===== src/hw/rtl/rsw_pkg.sv =====
// ----------------------------------------------------------------------------
// rsw_pkg
// Shared types and constants for the record sorter (weight desc, name asc).
// ----------------------------------------------------------------------------
package rsw_pkg;

    localparam int WEIGHT_W      = 12;
    localparam int WORD_W        = 64;
    localparam int NAME_WORDS    = 7;
    localparam int NAME_BITS_MAX = WORD_W * NAME_WORDS;
    localparam int FIELDS_W      = WEIGHT_W + NAME_BITS_MAX;
    localparam int TDATA_W       = ((FIELDS_W + 7) / 8) * 8;

    typedef enum logic {
        ST_LOAD,
        ST_EMIT
    } t_state;

    typedef struct packed {
        logic load;
        logic unload;
    } t_cell_ctl;

    typedef struct packed {
        logic valid;
        logic ins;
    } t_link;

endpackage


===== src/hw/rtl/rsw_cell.sv =====
// ----------------------------------------------------------------------------
// rsw_cell
// One slot of the insertion chain: holds one record, compares it with the
// incoming record, and shifts toward the tail on insert or the head on unload.
// ----------------------------------------------------------------------------
module rsw_cell #(
    parameter int NAME_W = 448
) (
    input  logic                                   i_clk,
    input  logic                                   i_rst_n,
    input  rsw_pkg::t_cell_ctl                     i_ctl,
    input  logic [rsw_pkg::WEIGHT_W+NAME_W-1:0]    i_new_key,
    input  rsw_pkg::t_link                         i_prev,
    input  logic [rsw_pkg::WEIGHT_W+NAME_W-1:0]    i_prev_key,
    input  logic                                   i_next_valid,
    input  logic [rsw_pkg::WEIGHT_W+NAME_W-1:0]    i_next_key,
    output rsw_pkg::t_link                         o_link,
    output logic [rsw_pkg::WEIGHT_W+NAME_W-1:0]    o_key
);

    localparam int KEY_W = rsw_pkg::WEIGHT_W + NAME_W;

    logic             r_valid;
    logic [KEY_W-1:0] r_key;
    logic             n_valid;
    logic [KEY_W-1:0] n_key;
    logic [KEY_W-1:0] w_rank_new;
    logic [KEY_W-1:0] w_rank_own;
    logic             w_ins;

    // larger weight first, then smaller name: invert the name bits
    assign w_rank_new = {i_new_key[KEY_W-1 -: rsw_pkg::WEIGHT_W], ~i_new_key[NAME_W-1:0]};
    assign w_rank_own = {r_key[KEY_W-1 -: rsw_pkg::WEIGHT_W], ~r_key[NAME_W-1:0]};
    // an empty cell only fills when the cell ahead of it holds a record
    assign w_ins      = i_ctl.load && (r_valid ? (w_rank_new > w_rank_own) : i_prev.valid);

    always_comb begin
        n_valid = r_valid;
        n_key   = r_key;
        if (i_ctl.load && w_ins) begin
            n_valid = 1'b1;
            n_key   = i_prev.ins ? i_prev_key : i_new_key;
        end else if (i_ctl.unload) begin
            n_valid = i_next_valid;
            n_key   = i_next_key;
        end
    end

    always_ff @(posedge i_clk) begin
        if (!i_rst_n) begin
            r_valid <= 1'b0;
        end else begin
            r_valid <= n_valid;
        end
    end

    always_ff @(posedge i_clk) begin
        r_key <= n_key;
    end

    assign o_link.valid = r_valid;
    assign o_link.ins   = w_ins;
    assign o_key        = r_key;

endmodule


===== config.mk =====
export PLATFORM = sky130hd
export DESIGN_NAME = rsw_cell
export DESIGN_NICKNAME = d
export VERILOG_FILES = /design/src/hw/rtl/rsw_pkg.sv /design/src/hw/rtl/rsw_cell.sv
export SDC_FILE = /design/constraint.sdc
export NUM_CORES = 2
export LEC_CHECK = 0
export ABC_AREA = 1
export BUFFER_PORTS_ARGS = -buffer_cell sky130_fd_sc_hd__buf_2
export CAP_MARGIN = 20
export CORE_AREA = 2 2 723 725
export CTS_CLUSTER_DIAMETER = 50
export DETAILED_ROUTE_END_ITERATION = 10
export DIE_AREA = 0 0 725 727
export GPL_TIMING_DRIVEN = 1
export SYNTH_ARGS = -nofsm -noshare
export SYNTH_HDL_FRONTEND = slang
export SYNTH_SLANG_ARGS = --single-unit

===== constraint.sdc =====
create_clock -name i_clk -period 18.5 [get_ports i_clk]
set_input_delay 3.7 -clock i_clk [delete_from_list [all_inputs] [get_ports i_clk]]
set_output_delay 3.7 -clock i_clk [all_outputs]
set_load 0.01 [all_outputs]

# Word level (Yosys, flattened, before mapping)
# Cells that the tools add are included.
dict set report op_classes {
  n_mux 6
  reduce_logical 3
  bitwise 2
  order_cmp 1
}
# operator n
set op_table {}
lappend op_table {{460-bit 2-to-1 mux} 3}
lappend op_table {{448-bit inverter} 2}
lappend op_table {{460-bit greater-than comparator} 1}
lappend op_table {{1-bit 2-to-1 mux} 3}
lappend op_table {{1-bit logical AND} 2}
lappend op_table {{2-bit nonzero test} 1}
dict set report totals {
  out_inout_bits 462
  reg_bits 461
  elab_cells 14
  input_bits 1387
}

# Longest topological paths before layout
dict set report depth {
  word_depth 6
  depth_mapped 26
  depth_no_buf 23
}

# Worst setup path before layout
# Ideal clock, no wire load.
dict set report synth_path {
  path_type {in2reg}
  startpoint {input i_new_key[299] (netlist bit)}
  endpoint {register r_key[0] (netlist: o_key[0]), enable pin}
  t_arrival_ps 12964
  required_time_ps 15214
  path_buffers 2
  cell_stages 17
  setup_ps 3286
  slack_ps 2250
  cell_sequence {inv_1 ha_1 nand2_1 nor2_1 nand2_1 nor4_2 nand2_1 nor3_1 nand2_1 nor2_1 nand3_1 nand2_1 nand2_2 nand2_2 buf_6 clkbuf_1 nand2_1}
}
dict set report synth_between {
  elab_chain_cells 6
}
# element line_no
set synth_lines {}
lappend synth_lines {{from (decl)} rsw_cell.sv:12} ;# input logic [rsw_pkg::WEIGHT_W+NAME_W-1:0] i_new_key,
lappend synth_lines {{448-bit inverter} rsw_cell.sv:32} ;# assign w_rank_new = {i_new_key[KEY_W-1 -: rsw_pkg::WEIGHT_W], ~i_new_key[NAME_W-1:0]};
lappend synth_lines {{460-bit greater-than comparator} rsw_cell.sv:35} ;# assign w_ins = i_ctl.load && (r_valid ? (w_rank_new > w_rank_own) : i_prev.valid);
lappend synth_lines {{1-bit 2-to-1 mux} rsw_cell.sv:35}
lappend synth_lines {{1-bit logical AND} rsw_cell.sv:35}
lappend synth_lines {{1-bit logical AND} rsw_cell.sv:40} ;# if (i_ctl.load && w_ins) begin
lappend synth_lines {{2-bit nonzero test (no source line)} -}
lappend synth_lines {{to (signal assigned)} rsw_cell.sv:58} ;# r_key <= n_key;
lappend synth_lines {{to (decl)} rsw_cell.sv:24} ;# logic [KEY_W-1:0] r_key;
# Every way passes these cells.
# A chain may end at the register's enable or synchronous reset.

==> flow_metrics.tcl <==
set metrics [dict create \
    async_reset_ff_share_pct 0 \
    dieHeight_microns 727 \
    synthMuxAreaShare_pct 0.4178 \
    crit_fanout 35 \
    tightest_slew_ns 1.174 \
    seq_power_share_pct 25.9 \
    status "finished, final reports clean" \
    placed_cells 13634 \
    cts_buffers 135 \
    grt_max_degree 144 \
    wl_per_cell_microns 35.23 \
    timing.final.crit_share_pct 65.30 \
    synth-xor-area-share_pct 0 \
    tritoncts "yes" \
    synth_top_family_by_area "simple AND/OR/NAND/NOR gates" \
    drt-initial-drc-count 4951 \
    startpoint_type "input port" \
    gp_congestion 1.019 \
    slew_viol_final 0 \
    vias 47957 \
    clockPowerShare_pct 45.2 \
    row_count 265 \
    synth-edff-count 460 \
    cts_setup_buffers 0 \
    clockBufferDepth 4 \
    syn-num-nets 6894 \
    finalSetupViolations 0 \
    die_area_sq_um 527100 \
    cp-end-kind "primary output" \
    synth_compound_area_share_pct 10.44 \
    grtUsageTotal_pct 18.04 \
    ctsRootBufferMaster "clkbuf_16" \
    drv_cap 0 \
    rsz0062_at_grt "false" \
    drc 0 \
    max_freq_ghz 0.08278 \
    synth_cell_types 38 \
    synthAdderAreaFrac_pct 15.37 \
    arrival_ns 8.38 \
    post_cts_resize_count 0 \
    grt-ovfl-total 0 \
    sw_frac_of_total_pct 38.87 \
    drive_gt1_share_pct 30.97 \
    intPower_w 0.003454 \
    pin_count 1849 \
    ys_seq_area_share_pct 36.95 \
    cts_max_level 4 \
    antenna_found_initial 496 \
    fin_skew_ns 0.05488 \
    fin_nets 8676 \
    syn_avg_cell_area_sq_um 7.418 \
    ant_nets 0 \
    routed_via_density 3.407 \
    synthFlopType "edfxtp_1" \
    cp.required_ns 14.80 \
    grt_pass1_vias 44637 \
    core_area_sq_um 519200 \
    finalHoldViolations 0 \
    p_sw_w 0.002196 \
    vdd_drop_max_mv 0.06050 \
    instances_no_fill 14078 \
    wirelength_microns 496000 \
    hpwl_microns 444600 \
    yosys_warnings 0 \
    grt_first_pass_wirelength_microns 592400 \
    syn_area_sq_um 37440 \
    crit_type "input port to primary output" \
    area_growth_syn_to_layout_pct 59.62 \
    ys_ff_latch 461 \
    powerDensity_nw_per_um2 94.55 \
    cts.sinks 461 \
    clk_pin_slew_ns 0.04 \
    netlist_instances 5047 \
    slew_headroom_pct 21.73 \
    io_buffers 1848 \
    start_util_pct 7.210 \
    dr.pass1.iters 6 \
    postCtsHoldBufs 0 \
    final_cell_mix "1850 x buf_2, 1823 x nand2_1, 557 x inv_1" \
    final_common_cell "buf_2" \
    dieWidth_microns 725 \
    min_period_ns 12.08 \
    p_leak_nw 28.64 \
    tns_ns 0 \
    hp-class "flip-flop to flip-flop" \
    power_frac_comb_pct 28.9 \
    insertion_delay_ns 0.85 \
    synthSimpleGateAreaFrac_pct 27.61 \
]
-- routing by layer --
metal | GRT usage [%] | share of wire, % | routed length, microns
met4 | 8.334 | 5.4 | 26770
met1 | 20.23 | 38 | 186200
met2 | 27.06 | 42 | 209100
met5 | 0 | 0.31 | 1526
met3 | 10.94 | 15 | 72450
-- synthesized netlist by cell type (2+ instances only) --
cell type | n | share of area (%)
buf_2 | 17 | 0.23
buf_6 | 36 | 1.1
buf_8 | 2 | 0.080
a21oi_1 | 219 | 2.9
edfxtp_1 | 460 | 37
nand2_2 | 2 | 0.033
buf_4 | 18 | 0.36
nor2_2 | 4 | 0.067
inv_2 | 2 | 0.020
ha_1 | 460 | 15
o21bai_1 | 2 | 0.040
mux2_2 | 13 | 0.39
nand2_1 | 1824 | 18
o21a_1 | 28 | 0.56
buf_1 | 8 | 0.080
clkbuf_1 | 175 | 1.8
nor4_1 | 8 | 0.13
nor3_1 | 13 | 0.17
o21ai_0 | 498 | 6.7
and2_1 | 2 | 0.033
nand4_1 | 39 | 0.65
nor3b_1 | 2 | 0.040
inv_1 | 557 | 5.6
nand3_1 | 499 | 6.7
a21boi_0 | 2 | 0.040
nor2_1 | 137 | 1.4
a21o_1 | 9 | 0.18
-- sequential cells by signal, summed over array words and instances (netlist names) --
signal	count
r_valid	1
o_key	460
-- final cells by class --
type / instances / area (sq um)
Sequential cell: 461 / 13830
Fill cell: 60862 / 459500
Clock buffer: 147 / 3466
Multi-Input combinational cell: 3770 / 20220
Tap cell: 6942 / 8686
Timing Repair Buffer: 1901 / 9756
Antenna cell: 204 / 510.5
Inverter: 560 / 2102
Clock inverter: 93 / 1180
-- worst max-delay path: stages --
cell and delay, ns:
buf_2 0.14, ha_1 0.30, nand2_1 0.29, nor2_2 0.30, nand3_1 0.78, nor2_1 0.30, nand4_1 0.59, nor2_1 0.36
nand2_1 0.14, nor2_1 0.13, and3_1 0.17, nand2_1 0.08, nand2_1 0.11, nand2_1 0.13, nand2_8 0.35, nand2_8 0.15
inv_1 0.11, buf_2 0.14
-- cells by family (layout without fill, tap and decap cells) --
family,after synthesis,count (layout)
AO/OA/AOI/OAI,760,760
adder cells (fa/ha/maj),460,460
buffers and inverters,816,2701
flip-flops,461,461
multiplexers,14,14
other,0,204
AND/OR/NAND/NOR,2536,2536
-- final timing paths --
path	start	to	slack, ns	cells past startpoint
setup / recovery	i_new_key[457]	o_link[0]	6.42	18
hold / removal	r_valid$_SDFFE_PN0P_	r_valid$_SDFFE_PN0P_	0.98	4
setup reg to reg	o_key[99]$_DFFE_PP_	o_key[86]$_DFFE_PP_	11.41	17
hold reg to reg	r_valid$_SDFFE_PN0P_	r_valid$_SDFFE_PN0P_	0.98	4
-- power groups by stage --
stage | sequential [W] | clock, W | combinational (W)
finish | 0.00147 | 0.00255 | 0.00163
global route | 0.00147 | 0.00265 | 0.00177
CTS | 0.00147 | 0.00262 | 0.00165
detailed placement | 0.00148 | 0 | 0.00164
global placement | 0.00148 | 0 | 0.00165
floorplan | 0.00151 | 0 | 0.000591
-- stage by stage --
| stage | hold WS (ns) | instance area [sq um] | setup slack (ns) | total power [W] | util [%] |
|---|---|---|---|---|---|
| 2_1_floorplan | 0.5467 | 37440 | 2.250 | 0.002102 | - |
| 3_3_place_gp | 1.042 | 54540 | 5.245 | 0.003126 | 10.50 |
| 3_5_place_dp | 1.034 | 54600 | 5.953 | 0.003126 | 10.52 |
| 4_1_cts | 1.041 | 59250 | 5.941 | 0.005735 | 11.41 |
| 5_1_grt | 1.081 | 59410 | 5.976 | 0.005894 | 11.44 |
| 6_report | 0.9836 | 59760 | 6.419 | 0.005650 | 11.51 |
(Power assumes the default switching activity.)
